<file path="src/hw/rtl/mexp_pkg.sv">
// Shared widths, stream packing and sequencer constants for the modular exponentiation core.
package mexp_pkg;

    localparam int unsigned BASE_W = 31;
    localparam int unsigned EXP_W  = 63;
    localparam int unsigned MOD_W  = 31;
    localparam int unsigned OUT_W  = 31;

    // Stream packing: fields from the lowest bit up, padded to whole bytes.
    localparam int unsigned BASE_LSB = 0;
    localparam int unsigned EXP_LSB  = BASE_LSB + BASE_W;
    localparam int unsigned MOD_LSB  = EXP_LSB + EXP_W;
    localparam int unsigned IN_BITS  = MOD_LSB + MOD_W;
    localparam int unsigned S_DATA_W = ((IN_BITS + 7) / 8) * 8;
    localparam int unsigned M_DATA_W = ((OUT_W + 7) / 8) * 8;

    // Width of the doubled partial remainder plus addend, and of its signed differences.
    localparam int unsigned SUM_W  = MOD_W + 2;
    localparam int unsigned DIFF_W = SUM_W + 1;

    // One modular multiply walks all multiplier bits; the counter indexes the last step.
    localparam int unsigned CNT_W    = $clog2(MOD_W);
    localparam int unsigned LAST_CNT = MOD_W - 1;

endpackage

</file>
<file path="src/hw/rtl/modular_exponentiation_core.sv">
// Top level of the modular exponentiation core: sequencer around one shared modular step unit.
//
// The core computes base ** exponent mod modulus by right-to-left square-and-multiply.
// A request carries a 31-bit base, a 63-bit exponent and a 31-bit modulus;
// the core returns one 31-bit result per request. An exponent of zero returns 1 for every
// modulus, and a zero modulus with a nonzero exponent returns 0. All arithmetic runs through
// a single interleaved shift-add-reduce unit that handles one multiplier bit per cycle, so a
// modular multiplication walks all multiplier bits. The base is first reduced modulo the
// modulus; after that, each exponent bit position costs one pass through the decision state,
// a squaring for every position below the top set bit, and a further decision and a multiply
// into the accumulator for every set bit. The zero-exponent and zero-modulus cases skip the
// arithmetic and go straight to the finish state. The core takes one request at a
// time: s_tready is high only while the sequencer is idle. A finished result sits in an
// output register until taken, and the core may accept and start the next request meanwhile.
module modular_exponentiation_core
(
    input  logic                           clk,
    input  logic                           rst_n,
    input  logic                           s_tvalid,
    output logic                           s_tready,
    // s_tdata fields from bit 0 up: base[30:0], exponent[93:31], modulus[124:94], zero pad
    input  logic [mexp_pkg::S_DATA_W-1:0]  s_tdata,
    output logic                           m_tvalid,
    input  logic                           m_tready,
    // m_tdata fields from bit 0 up: power_mod[30:0], zero pad
    output logic [mexp_pkg::M_DATA_W-1:0]  m_tdata
);

    typedef enum logic [2:0]
    {
        S_IDLE,
        S_REDUCE,
        S_DECIDE,
        S_MULACC,
        S_SQUARE,
        S_FINISH
    } state_t;

    state_t                            state_reg, state_next;
    logic                              out_valid_reg, out_valid_next;
    logic [mexp_pkg::OUT_W-1:0]        out_data_reg, out_data_next;

    logic [mexp_pkg::EXP_W-1:0]        exp_reg, exp_next;
    logic [mexp_pkg::MOD_W-1:0]        mod_reg, mod_next;
    logic [mexp_pkg::MOD_W-1:0]        acc_reg, acc_next;
    logic [mexp_pkg::MOD_W-1:0]        sq_reg, sq_next;
    logic [mexp_pkg::MOD_W-1:0]        a_reg, a_next;
    logic [mexp_pkg::MOD_W-1:0]        b_reg, b_next;
    logic [mexp_pkg::MOD_W-1:0]        r_reg, r_next;
    logic [mexp_pkg::CNT_W-1:0]        cnt_reg, cnt_next;

    logic [mexp_pkg::BASE_W-1:0]       in_base;
    logic [mexp_pkg::EXP_W-1:0]        in_exp;
    logic [mexp_pkg::MOD_W-1:0]        in_mod;

    logic [mexp_pkg::SUM_W-1:0]        step_sum;
    logic [mexp_pkg::DIFF_W-1:0]       step_d1;
    logic [mexp_pkg::DIFF_W-1:0]       step_d2;
    logic [mexp_pkg::MOD_W-1:0]        step_out;
    logic                              last_step;
    logic                              out_free;

    assign in_base = s_tdata[mexp_pkg::BASE_LSB +: mexp_pkg::BASE_W];
    assign in_exp  = s_tdata[mexp_pkg::EXP_LSB  +: mexp_pkg::EXP_W];
    assign in_mod  = s_tdata[mexp_pkg::MOD_LSB  +: mexp_pkg::MOD_W];

    assign s_tready = (state_reg == S_IDLE);
    assign m_tvalid = out_valid_reg;
    assign m_tdata  = {{(mexp_pkg::M_DATA_W - mexp_pkg::OUT_W){1'b0}}, out_data_reg};

    assign out_free  = !out_valid_reg || m_tready;
    assign last_step = (cnt_reg == mexp_pkg::CNT_W'(mexp_pkg::LAST_CNT));

    // Shared modular step: r <- (2r + (msb of b ? a : 0)) mod m. With r < m and a < m the
    // sum stays below 3m, so at most two subtractions of m bring it back into range; both
    // candidates are formed in parallel and the right one is picked by the borrows.
    always_comb
    begin
        step_sum = {1'b0, r_reg, 1'b0}
                 + (b_reg[mexp_pkg::MOD_W-1] ? {2'b00, a_reg} : {mexp_pkg::SUM_W{1'b0}});
        step_d1  = {1'b0, step_sum} - {3'b000, mod_reg};
        step_d2  = {1'b0, step_sum} - {2'b00, mod_reg, 1'b0};
        if (!step_d2[mexp_pkg::DIFF_W-1])
        begin
            step_out = step_d2[mexp_pkg::MOD_W-1:0];
        end
        else if (!step_d1[mexp_pkg::DIFF_W-1])
        begin
            step_out = step_d1[mexp_pkg::MOD_W-1:0];
        end
        else
        begin
            step_out = step_sum[mexp_pkg::MOD_W-1:0];
        end
    end

    // Sequencer. The base is reduced first by running the step unit with a = 1 over the
    // base bits; the multiply states then always see a multiplicand below the modulus.
    always_comb
    begin
        state_next     = state_reg;
        out_valid_next = out_valid_reg;
        out_data_next  = out_data_reg;
        exp_next       = exp_reg;
        mod_next       = mod_reg;
        acc_next       = acc_reg;
        sq_next        = sq_reg;
        a_next         = a_reg;
        b_next         = b_reg;
        r_next         = r_reg;
        cnt_next       = cnt_reg;

        if (out_valid_reg && m_tready)
        begin
            out_valid_next = 1'b0;
        end

        unique case (state_reg)
            S_IDLE:
            begin
                if (s_tvalid)
                begin
                    exp_next = in_exp;
                    mod_next = in_mod;
                    r_next   = '0;
                    cnt_next = '0;
                    if (in_exp == '0)
                    begin
                        acc_next   = mexp_pkg::MOD_W'(1);
                        state_next = S_FINISH;
                    end
                    else if (in_mod == '0)
                    begin
                        acc_next   = '0;
                        state_next = S_FINISH;
                    end
                    else
                    begin
                        acc_next   = mexp_pkg::MOD_W'(1);
                        a_next     = mexp_pkg::MOD_W'(1);
                        b_next     = in_base;
                        state_next = S_REDUCE;
                    end
                end
            end

            S_REDUCE, S_MULACC, S_SQUARE:
            begin
                r_next   = step_out;
                b_next   = {b_reg[mexp_pkg::MOD_W-2:0], 1'b0};
                cnt_next = cnt_reg + 1'b1;
                if (last_step)
                begin
                    state_next = S_DECIDE;
                    if (state_reg == S_MULACC)
                    begin
                        acc_next   = step_out;
                        exp_next[0] = 1'b0;
                    end
                    else
                    begin
                        sq_next = step_out;
                    end
                end
            end

            S_DECIDE:
            begin
                r_next   = '0;
                cnt_next = '0;
                a_next   = sq_reg;
                if (exp_reg[0])
                begin
                    // Set bit: fold the running square into the accumulator.
                    b_next     = acc_reg;
                    state_next = S_MULACC;
                end
                else
                begin
                    exp_next = {1'b0, exp_reg[mexp_pkg::EXP_W-1:1]};
                    b_next   = sq_reg;
                    if (exp_reg[mexp_pkg::EXP_W-1:1] == '0)
                    begin
                        state_next = S_FINISH;
                    end
                    else
                    begin
                        state_next = S_SQUARE;
                    end
                end
            end

            S_FINISH:
            begin
                if (out_free)
                begin
                    out_valid_next = 1'b1;
                    out_data_next  = acc_reg;
                    state_next     = S_IDLE;
                end
            end

            default:
            begin
                state_next = S_IDLE;
            end
        endcase
    end

    always_ff @(posedge clk or negedge rst_n)
    begin
        if (!rst_n)
        begin
            state_reg     <= S_IDLE;
            out_valid_reg <= 1'b0;
            out_data_reg  <= '0;
        end
        else
        begin
            state_reg     <= state_next;
            out_valid_reg <= out_valid_next;
            out_data_reg  <= out_data_next;
        end
    end

    always_ff @(posedge clk)
    begin
        exp_reg <= exp_next;
        mod_reg <= mod_next;
        acc_reg <= acc_next;
        sq_reg  <= sq_next;
        a_reg   <= a_next;
        b_reg   <= b_next;
        r_reg   <= r_next;
        cnt_reg <= cnt_next;
    end

    // The partial remainder must stay reduced for the two-subtraction step to be exact.
    a_rem_reduced: assert property (@(posedge clk) disable iff (!rst_n)
        (state_reg == S_REDUCE || state_reg == S_MULACC || state_reg == S_SQUARE)
            |-> (r_reg < mod_reg))
        else $error("partial remainder not below modulus");

    // In the multiply states the multiplicand is an already reduced square.
    a_mcand_reduced: assert property (@(posedge clk) disable iff (!rst_n)
        (state_reg == S_MULACC || state_reg == S_SQUARE) |-> (a_reg < mod_reg))
        else $error("multiplicand not reduced");

    // A result is only loaded when the output register is free or being emptied.
    a_no_overwrite: assert property (@(posedge clk) disable iff (!rst_n)
        (state_reg == S_FINISH && out_valid_reg && !m_tready) |=> (state_reg == S_FINISH))
        else $error("pending result overwritten");

    // An accepted request keeps the core busy for at least the next cycle.
    a_busy_after_accept: assert property (@(posedge clk) disable iff (!rst_n)
        (s_tvalid && s_tready) |=> !s_tready)
        else $error("core ready right after accepting a request");

endmodule

</file>
<file path="config.mk">
export PLATFORM = sky130hd
export DESIGN_NAME = modular_exponentiation_core
export DESIGN_NICKNAME = d
export VERILOG_FILES = /design/src/hw/rtl/mexp_pkg.sv /design/src/hw/rtl/modular_exponentiation_core.sv
export SDC_FILE = /design/constraint.sdc
export NUM_CORES = 1
export LEC_CHECK = 0
export BUFFER_PORTS_ARGS = -buffer_cell sky130_fd_sc_hd__buf_2
export CAP_MARGIN = 5
export CORE_ASPECT_RATIO = 1.5
export CORE_MARGIN = 2
export CORE_UTILIZATION = 61
export DETAILED_ROUTE_END_ITERATION = 8
export PLACE_DENSITY_LB_ADDON = 0.2
export SETUP_SLACK_MARGIN = 0.02
export SYNTH_ARGS = -nofsm -noshare
export SYNTH_HDL_FRONTEND = slang
export SYNTH_SLANG_ARGS = --single-unit
</file>
<file path="constraint.sdc">
create_clock -name clk -period 6.1 [get_ports clk]
set_input_delay 1.22 -clock clk [delete_from_list [all_inputs] [get_ports clk]]
set_output_delay 1.22 -clock clk [all_outputs]
set_load 0.02 [all_outputs]
</file>
== Word-level counts from Yosys, hierarchy flattened ==
Index checks and enable logic that the tools add are counted.

* Register bits: 289
* Bits of input ports: 132
* Output and inout port bits: 34
* Logic and storage cells: 90

* $add $sub $neg: 4
* Eq/ne operators: 13
* Muxes and demuxes: 39
* Bitwise logic cells: 1
* Reductions and logical operators: 21

{| class="wikitable"
|+ Operators with widths
! kind !! number
|-
| 2-to-1 mux 31 bit || 14
|-
| case mux 31 bit (3 select lines) || 2
|-
| 2-to-1 mux 63 bit || 2
|-
| case mux 31 bit (2 select lines) || 2
|-
| case mux 62 bit (2 select lines) || 1
|-
| zero test 63 bit || 1
|-
| zero test 62 bit || 1
|-
| subtractor 33 x 31 -> 34 bit || 1
|-
| subtractor 33 x 32 -> 34 bit || 1
|-
| adder 32 x 31 -> 33 bit || 1
|-
| zero test 31 bit || 1
|-
| 2-to-1 mux 3 bit || 6
|-
| AND reduction 4 bit || 4
|-
| case mux 5 bit (3 select lines) || 1
|-
| != test 2 bit (second input constant) || 7
|-
| case mux 3 bit (4 select lines) || 1
|-
| AND reduction 3 bit || 3
|-
| 2-to-1 mux 1 bit || 8
|-
| == test 3 x 2 -> 1 bit (second input constant) || 2
|-
| == test 3 bit (second input constant) || 2
|-
| AND reduction 2 bit || 3
|-
| adder 5 x 1 -> 5 bit (second input constant) || 1
|-
| == test 5 bit (second input constant) || 1
|-
| 2-to-1 mux 5 bit || 1
|-
| other kinds (10) || 11
|}

== Logic depth before layout (Yosys ltp) ==
Gate-level depths: netlist of run 1.

* Word-level depth: 8
* Gate-level depth with buffers: 24
* Mapped depth without buffers: 21

== Least setup slack after synthesis of run 1 ==
OpenSTA, ideal clock, no wires.

* Kind: reg2reg
* Start point: register b_reg[30] in the netlist's numbering
* End point: register acc_reg[26] in the netlist's numbering, data pin
* Library setup time: 0.277 ns
* Arrival: 4.774 ns
* Data required time: 5.823 ns
* Path slack: 1.049 ns
* Cell stages (with the launch flop): 23
* Buffers on the path: 1
* Clock period less this slack: 5.051 ns
* Cells stage by stage: edfxtp_1 -> clkbuf_1 -> and2_1 -> ha_1 -> inv_1 -> fa_1 -> nand2b_1 -> a211oi_1 -> o41a_1 -> a31oi_1 -> o21ai_0 -> o21a_1 -> xor2_1 -> ha_1 -> a21o_1 -> a221oi_1 -> o21ai_0 -> or3_1 -> o221ai_1 -> a21oi_1 -> a41o_1 -> a2111oi_2 -> a211oi_2

* Longest elaborated chain between the ends: 8
* Elaborated cells between the ends (all ways): 9
* Those cells by class: 3 x add/sub; 6 x mux

{| class="wikitable"
|+ Ends and longest elaborated chain
! item !! RTL line !! source
|-
| start: declaration || modular_exponentiation_core.sv:48 || <nowiki>logic [mexp_pkg::MOD_W-1:0] b_reg, b_next;</nowiki>
|-
| start signal: assignment || modular_exponentiation_core.sv:233 || <nowiki>b_reg <= b_next;</nowiki>
|-
| 2-to-1 mux 31 bit (*) || modular_exponentiation_core.sv:80 || <nowiki>+ (b_reg[mexp_pkg::MOD_W-1] ? {2'b00, a_reg} : {mexp_pkg::SUM_W{1'b0}});</nowiki>
|-
| adder 32 x 31 -> 33 bit (*) || modular_exponentiation_core.sv:80 ||
|-
| subtractor 33 x 31 -> 34 bit || modular_exponentiation_core.sv:81 || <nowiki>step_d1 = {1'b0, step_sum} - {3'b000, mod_reg};</nowiki>
|-
| 2-to-1 mux 31 bit || modular_exponentiation_core.sv:87 || <nowiki>else if (!step_d1[mexp_pkg::DIFF_W-1])</nowiki>
|-
| 2-to-1 mux 31 bit (*) || modular_exponentiation_core.sv:83 || <nowiki>if (!step_d2[mexp_pkg::DIFF_W-1])</nowiki>
|-
| 2-to-1 mux 31 bit (*) || modular_exponentiation_core.sv:155 || <nowiki>if (state_reg == S_MULACC)</nowiki>
|-
| 2-to-1 mux 31 bit (*) || modular_exponentiation_core.sv:152 || <nowiki>if (last_step)</nowiki>
|-
| case mux 31 bit (2 select lines) (*) || modular_exponentiation_core.sv:118 || <nowiki>unique case (state_reg)</nowiki>
|-
| end signal: assignment || modular_exponentiation_core.sv:230 || <nowiki>acc_reg <= acc_next;</nowiki>
|-
| end: declaration || modular_exponentiation_core.sv:45 || <nowiki>logic [mexp_pkg::MOD_W-1:0] acc_reg, acc_next;</nowiki>
|}

Every way passes the cells marked *; elsewhere a longest branch is shown, timed or not. The select of a mux whose other input is x is not followed.
A chain may end at the register's enable or synchronous reset.

== Final worst setup path of run 1 ==
* Start point: register b_reg[30] in the netlist's numbering
* End point: register r_reg[12] in the netlist's numbering, data pin

* Longest elaborated chain between the ends: 6
* Elaborated cells between the ends (all ways): 7
* Those cells by class: 3 x add/sub; 4 x mux

{| class="wikitable"
|+ Ends and longest elaborated chain
! item !! RTL line !! source
|-
| 2-to-1 mux 31 bit (*) || modular_exponentiation_core.sv:80 ||
|-
| adder 32 x 31 -> 33 bit (*) || modular_exponentiation_core.sv:80 ||
|-
| subtractor 33 x 31 -> 34 bit || modular_exponentiation_core.sv:81 ||
|-
| 2-to-1 mux 31 bit || modular_exponentiation_core.sv:87 ||
|-
| 2-to-1 mux 31 bit (*) || modular_exponentiation_core.sv:83 ||
|-
| case mux 31 bit (3 select lines) (*) || modular_exponentiation_core.sv:118 ||
|-
| end signal: assignment || modular_exponentiation_core.sv:234 || <nowiki>r_reg <= r_next;</nowiki>
|-
| end: declaration || modular_exponentiation_core.sv:49 || <nowiki>logic [mexp_pkg::MOD_W-1:0] r_reg, r_next;</nowiki>
|}

Every way passes the cells marked *; elsewhere a longest branch is shown, timed or not.

==> impl_metrics.csv, run 1 <==
group,metric,value,unit
global_route,antenna_found_initial,1,
sta,final_hold_viol_count,0,
placed_design,portBuffers,161,
logic_synthesis,avgSynthCellArea,10.40,um2
cts,clock_sinks,289,
cells_and_area,drive_gt1_share,18.36,%
logic_synthesis,synth_edf_count,254,
critical_path,worst_r2r_path_depth,21,
global_route,grt_pass1_wl,72220,um
logic_synthesis,synth_async_sr_flop_share,12.11,%
floorplanning,dieHeight,213.7,um
critical_path,ff2ff_setup_slack,350,ps
cts,cts_inserted_buffers,28,
critical_path,startpoint,"b_reg[30]",
logic_synthesis,syn_inst,1720,
hold_path,hold_path.class,"reg -> reg",
cts,insertion_delay,550,ps
critical_path,critPathCaptureType,"register",
logic_synthesis,synth_cell_type_count,88,
logic_synthesis,synth_nets,1949,
floorplanning,dieArea,30730,um2
cts,clockBufferDepth,3,
placed_design,dp.final_hpwl,34830,um
logic_synthesis,yosys_register_bits,289,
logic_synthesis,ys_seq_area_share,47.55,%
cells_and_area,area_growth,14.78,%
cts,cts_root_buf,"clkbuf_16",
critical_path,r2r_start,"b_reg[30]",
critical_path,critPathKind,"reg -> reg",
cells_and_area,final_net_count,2146,
drt,drt_wl_total,46170,um
placed_design,gp_congestion,0.8948,
cells_and_area,largest_reg_flops,63,
sta,tightest_slew,1049,ps
drt,vias,14360,
cells_and_area,num-fill-cells,2127,
placed_design,dp.cells,2273,
cells_and_area,fin_cells,2330,
drt,drc,0,
drt,viasPerCell,6.162,
critical_path,worstSetupEndpoint,"r_reg[12]",
sta,slew_headroom,30.07,%
global_route,grt_overflow_total,0,
sta,finalSetupViolations,0,
critical_path,crit_arrival,6060,ps
hold_path,whs_path_depth,1,
global_route,grtUsageTotal,29.80,%
global_route,first_global_vias,14290,
logic_synthesis,syn_area,17880,um2
cts,cts_tree,"built",
sta,rsz0062_at_grt,"no",
logic_synthesis,synth_flop_cell,"edfxtp_1",
sta,slew_viol_final,0,
drt,ant_nets,0,
run,maxCapViolCount,0,
sta,fmax,174.0,MHz
drt,drt-initial-drc-count,940,
drt,first_pass_iters,5,
sta,fin_tns_setup,0,ps
sta,fin_crit_sh,94.24,%
cts,h-tree-depth,1,
floorplanning,start_util,62.06,%
critical_path,cp_data_required_time,6410,ps
status,outcome,"complete, no violations",
floorplanning,fp.coreArea,28810,um2
global_route,grt_max_degree,96,
sta,post-route-min-period,5748,ps
logic_synthesis,ys_warn_count,0,
cts,path_clk_slew,60,ps
critical_path,crit_fanout,12,
critical_path,reg2reg_to,"r_reg[12]",
critical_path,critPathLaunchType,"register",
sta,finClkSkew,14.58,ps
drt,detail_route.wl_per_cell,19.82,um
floorplanning,io_pins,166,
floorplanning,die_w,143.8,um
floorplanning,num_rows,76,
cells in the mapped netlist, drive strengths merged (31+ instances only):
cell type	number	area, um2
and2	40	250.2
nor4	43	269.0
o21ai	93	465.4
inv	62	232.7
a21oi	111	559.3
edfxtp	254	7627
nor2	92	345.3
and3	42	262.8
dfrtp	35	875.8
nor3	41	216.5
a21o	33	255.2
xnor2	42	367.9
mux2	34	386.6
a22oi	31	232.7
mux2i	54	540.5
nand3b	64	480.5
ha	94	1176
a211oi	39	307.8
nand2	186	698.2
clkbuf	59	221.5
logic make-up after synthesis:
group	after synthesis	synth area share, %
flip-flops	289	47.55
AO/OA/AOI/OAI	422	15.85
XOR/XNOR	72	3.526
other	1	0.02097
AND/OR/NAND/NOR	611	17.77
multiplexers	88	5.185
buffers and inverters	140	3.184
adder cells (fa/ha/maj)	97	6.913
stage by stage:
| step | utilization (%) | worst slack, ps | hold slack, ps | area [um2] |
|---|---|---|---|---|
| floorplan | - | 1049 | 480.9 | 17880 |
| global placement | 67.67 | 370.5 | 486.6 | 19500 |
| detailed placement | 67.67 | 243.7 | 493.9 | 19500 |
| CTS | 71.02 | 209.8 | 508.5 | 20460 |
| global route | 71.24 | 30.94 | 525.0 | 20520 |
| finish | 71.24 | 351.5 | 504.6 | 20520 |
cell type report:
| type | count | area [um2] | area share (%) |
|---|---|---|---|
| antenna | 1 | 2.502 | 0.01219 |
| clock inverter | 13 | 171.4 | 0.8352 |
| multi-input combinational | 1291 | 8885 | 43.29 |
| clock buffer | 39 | 793.3 | 3.865 |
| inverter | 62 | 232.7 | 1.134 |
| tap | 390 | 488.0 | 2.377 |
| timing repair buffer | 245 | 1449 | 7.059 |
| sequential | 289 | 8503 | 41.43 |
metal layers:
| layer | global-route usage (%) | wire, um |
|---|---|---|
| met1 | 36.95 | 18510 |
| met2 | 53.53 | 23280 |
| met3 | 3.283 | 2657 |
| met4 | 11.05 | 1727 |
| met5 | 0 | 0 |
worst min-delay path by stage:
stage / start / end / slack, ps
CTS: acc_reg[11] / out_data_reg[11] / 510
detailed placement: acc_reg[17] / out_data_reg[17] / 490
global placement: out_data_reg[25] / out_data_reg[25] / 490
floorplan: acc_reg[30] / out_data_reg[30] / 480
finish: out_data_reg[11] / out_data_reg[11] / 500
global route: acc_reg[28] / out_data_reg[28] / 520
worst max-delay path: stages, from the launching register on:
cell,delay [ps]
edfxtp_1,560
and2_1,220
ha_1,200
inv_1,60
fa_1,400
nand2b_1,180
a211oi_1,290
o41a_1,300
o2bb2ai_1,260
o31ai_1,130
nand2b_1,100
xor2_1,320
ha_1,340
and2_1,170
a2111oi_0,360
o22ai_1,170
a21o_4,220
a31oi_4,270
nand3_4,110
buf_4,230
mux2i_1,160
a211oi_1,430
cell usage in the layout (no fill, tap or decap), types with 5 or more instances in the layout:
cell and instances:
edfxtp_1 254, nand2_1 185, buf_2 161, a21oi_1 110, ha_1 94, nor2_1 90
o21ai_0 86, buf_4 83, nand3b_1 64, inv_1 62, mux2i_1 53, nor4_1 43
xnor2_1 41, and3_1 41, nor3_1 39, and2_1 39, a211oi_1 36, dfrtp_1 35
a21o_1 32, mux2_2 32, a22oi_1 31, xor2_1 30, clkbuf_16 29, nand3_1 25
nand4_1 24, nand2b_1 21, o21a_1 17, a31oi_1 11, o211ai_1 10, nor2b_1 9
o21bai_1 8, clkbuf_1 7, o31a_1 6, o21ai_1 5, a2111oi_0 5
repair_timing:
action | CTS | global route
buffers inserted | 0 | 4
resized for setup | 0 | 4
endpoints found under the setup margin | 0 | 38
hold buffers | 0 | 0
Power of run 1 is not shown: default switching activity piles up to over one toggle a cycle in this logic, so the estimate is an artifact.
==> run 2: changes to the inputs <==
--- a/config.mk
+++ b/config.mk
@@ -9,6 +9,5 @@
 export CAP_MARGIN = 5
 export CORE_ASPECT_RATIO = 1.5
-export CORE_MARGIN = 2
-export CORE_UTILIZATION = 61
+export CORE_UTILIZATION = 63
 export DETAILED_ROUTE_END_ITERATION = 8
 export PLACE_DENSITY_LB_ADDON = 0.2
==> constraint.sdc (replaced) <==
create_clock -name clk -period 7.4 [get_ports clk]
set_input_delay 0.74 -clock clk [delete_from_list [all_inputs] [get_ports clk]]
set_output_delay 0.74 -clock clk [all_outputs]
set_load 0.02 [all_outputs]
==> run 2 against run 1 <==
Clock-buffer cell count down 4. Via count decreased by 0.95%. Global-route usage rose by 1.3 points. Hold slack worse by 210 ps. Final cell count fell by 4.6%. Sequential share of layout area grew 1.2 points. Die area down 5.4%. Core utilization up 0.067 points. Flip-flop and latch count unchanged. Critical path depth shrank 1. Highest routed layer unchanged.
==> impl_metrics.csv, run 2 (synthesis results as in run 1) <==
group,metric,value,unit
status,outcome,"complete, no violations",
sta,final_hold_viol_count,0,
sta,fin_crit_sh,83.45,%
floorplanning,io_pins,166,
cts,cts_resized,0,
cells_and_area,final_net_count,2084,
critical_path,crit_chain,"and2_1 > ha_1 > inv_1 > fa_1 > nand2b_1 > a211oi_1 > o41a_1 > a31oi_1 > o21ai_0 > o21a_1 > xor2_1 > ha_1 > nor3_1 > a311oi_4 > buf_4 > a21o_4 > a31o_2 > nor3_4 > nor3_1 > nor3b_1",
critical_path,cp_num_cells,20,
critical_path,crit_fanout,15,
placed_design,dp.final_hpwl,33950,um
critical_path,cp_top_family,"simple AND/OR/NAND/NOR gates",
global_route,first_global_vias,14180,
cells_and_area,area_growth,11.50,%
cells_and_area,final_common_cell,"edfxtp_1",
placed_design,gp_congestion,0.9103,
drt,drt_wl_total,45000,um
run,maxCapViolCount,0,
critical_path,reg2reg_to,"acc_reg[30]",
cells_and_area,largest_reg_flops,63,
critical_path,critPathCaptureType,"register",
floorplanning,fp.coreArea,27960,um2
global_route,antenna_found_initial,0,
drt,detail_route.wl_per_cell,20.24,um
cells_and_area,layout_common_cells,"edfxtp_1, nand2_1, buf_2",
sta,fin_tns_setup,0,ps
critical_path,critPathLaunchType,"register",
sta,fmax,161.9,MHz
critical_path,crit_arrival,6510,ps
critical_path,crit_slowest_cell,"nor3_4",
critical_path,worstSetupEndpoint,"acc_reg[30]",
sta,rsz0062_at_grt,"no",
cells_and_area,drive_gt1_share,15.77,%
drt,ant_nets,0,
critical_path,r2r_start,"b_reg[30]",
critical_path,startpoint,"b_reg[30]",
global_route,grtUsageTotal,31.14,%
placed_design,portBuffers,161,
hold_path,hold_path.class,"in -> async",
sta,finClkSkew,15.87,ps
sta,whs,291.4,ps
cts,cts_root_buf,"clkbuf_16",
global_route,grt_max_degree,96,
cells_and_area,antenna_cells,0,
cts,clock_sinks,289,
global_route,grt_overflow_total,0,
sta,finalSetupViolations,0,
critical_path,worst_r2r_path_depth,20,
cts,insertion_delay,570,ps
floorplanning,num_rows,75,
drt,drc,0,
placed_design,dp_slack,1317,ps
critical_path,critPathKind,"reg -> reg",
critical_path,cp_data_required_time,7730,ps
cts,hold_buffers,0,
cts,h-tree-depth,1,
critical_path,max_stage_delay,630,ps
sta,post-route-min-period,6176,ps
drt,first_pass_iters,5,
cts,clockBufferDepth,3,
critical_path,path_buf_inv,2,
cts,path_clk_slew,70,ps
drt,drt-initial-drc-count,961,
global_route,grt_pass1_wl,71620,um
cts,postCtsSetupBuffers,0,
critical_path,ff2ff_setup_slack,1220,ps
sta,slew_headroom,31.65,%
drt,viasPerCell,6.397,
sta,tightest_slew,1025,ps
sta,final.setup.worst_slack,1225,ps
cts,cts_tree,"built",
floorplanning,die_w,139.6,um
floorplanning,dieHeight,208.3,um
drt,vias,14220,
floorplanning,dieArea,29080,um2
cts,cts_inserted_buffers,28,
floorplanning,start_util,63.95,%
sta,slew_viol_final,0,
[run 2: changes by cell type in the layout (fill, tap and decap cells not counted), moves of 2 or more]
cell	before	now
clkinv_1	4	1
clkinv_4	1	3
clkbuf_1	7	5
clkinv_2	1	8
clkinvlp_4	3	0
buf_4	83	21
[run 2: area by class of cell]
type	instances	area (um2)
sequential	289	8503
inverter	62	232.7
timing repair buffer	183	983.4
fill	2114	8025
clock buffer	35	747.0
tap	346	432.9
multi-input combinational	1291	8855
clock inverter	17	185.2
[run 2: per-layer routing]
layer,track usage [%],routed length (um),part of all wire [%],vias to the layer above
met5,0,0,0,-
met4,13.53,1808,4.0,0
met3,3.452,3012,6.7,98
met2,56.37,22870,51,555
met1,37.27,17300,38,6811
li1,-,-,-,6756
[run 2: how the worst min path moves through the flow]
stage	endpoint	slack, ps	cells after the start
floorplan	m_tvalid	440	0
global placement	out_data_reg[25]	490	1
detailed placement	out_data_reg[21]	490	1
CTS	out_data_reg[27]	300	1
global route	out_data_reg[27]	350	1
finish	out_data_reg[27]	290	1
[run 2: through the flow]
step                      std cells  utilization, %  area, um2
after floorplan                1720               -      17880
after global placement         2171           67.97      19010
after detailed placement       2171           67.97      19010
after CTS                      2223           71.30      19940
after global routing           2223           71.30      19940
final                          2223           71.30      19940
Power of run 2 is left out for the same reason.
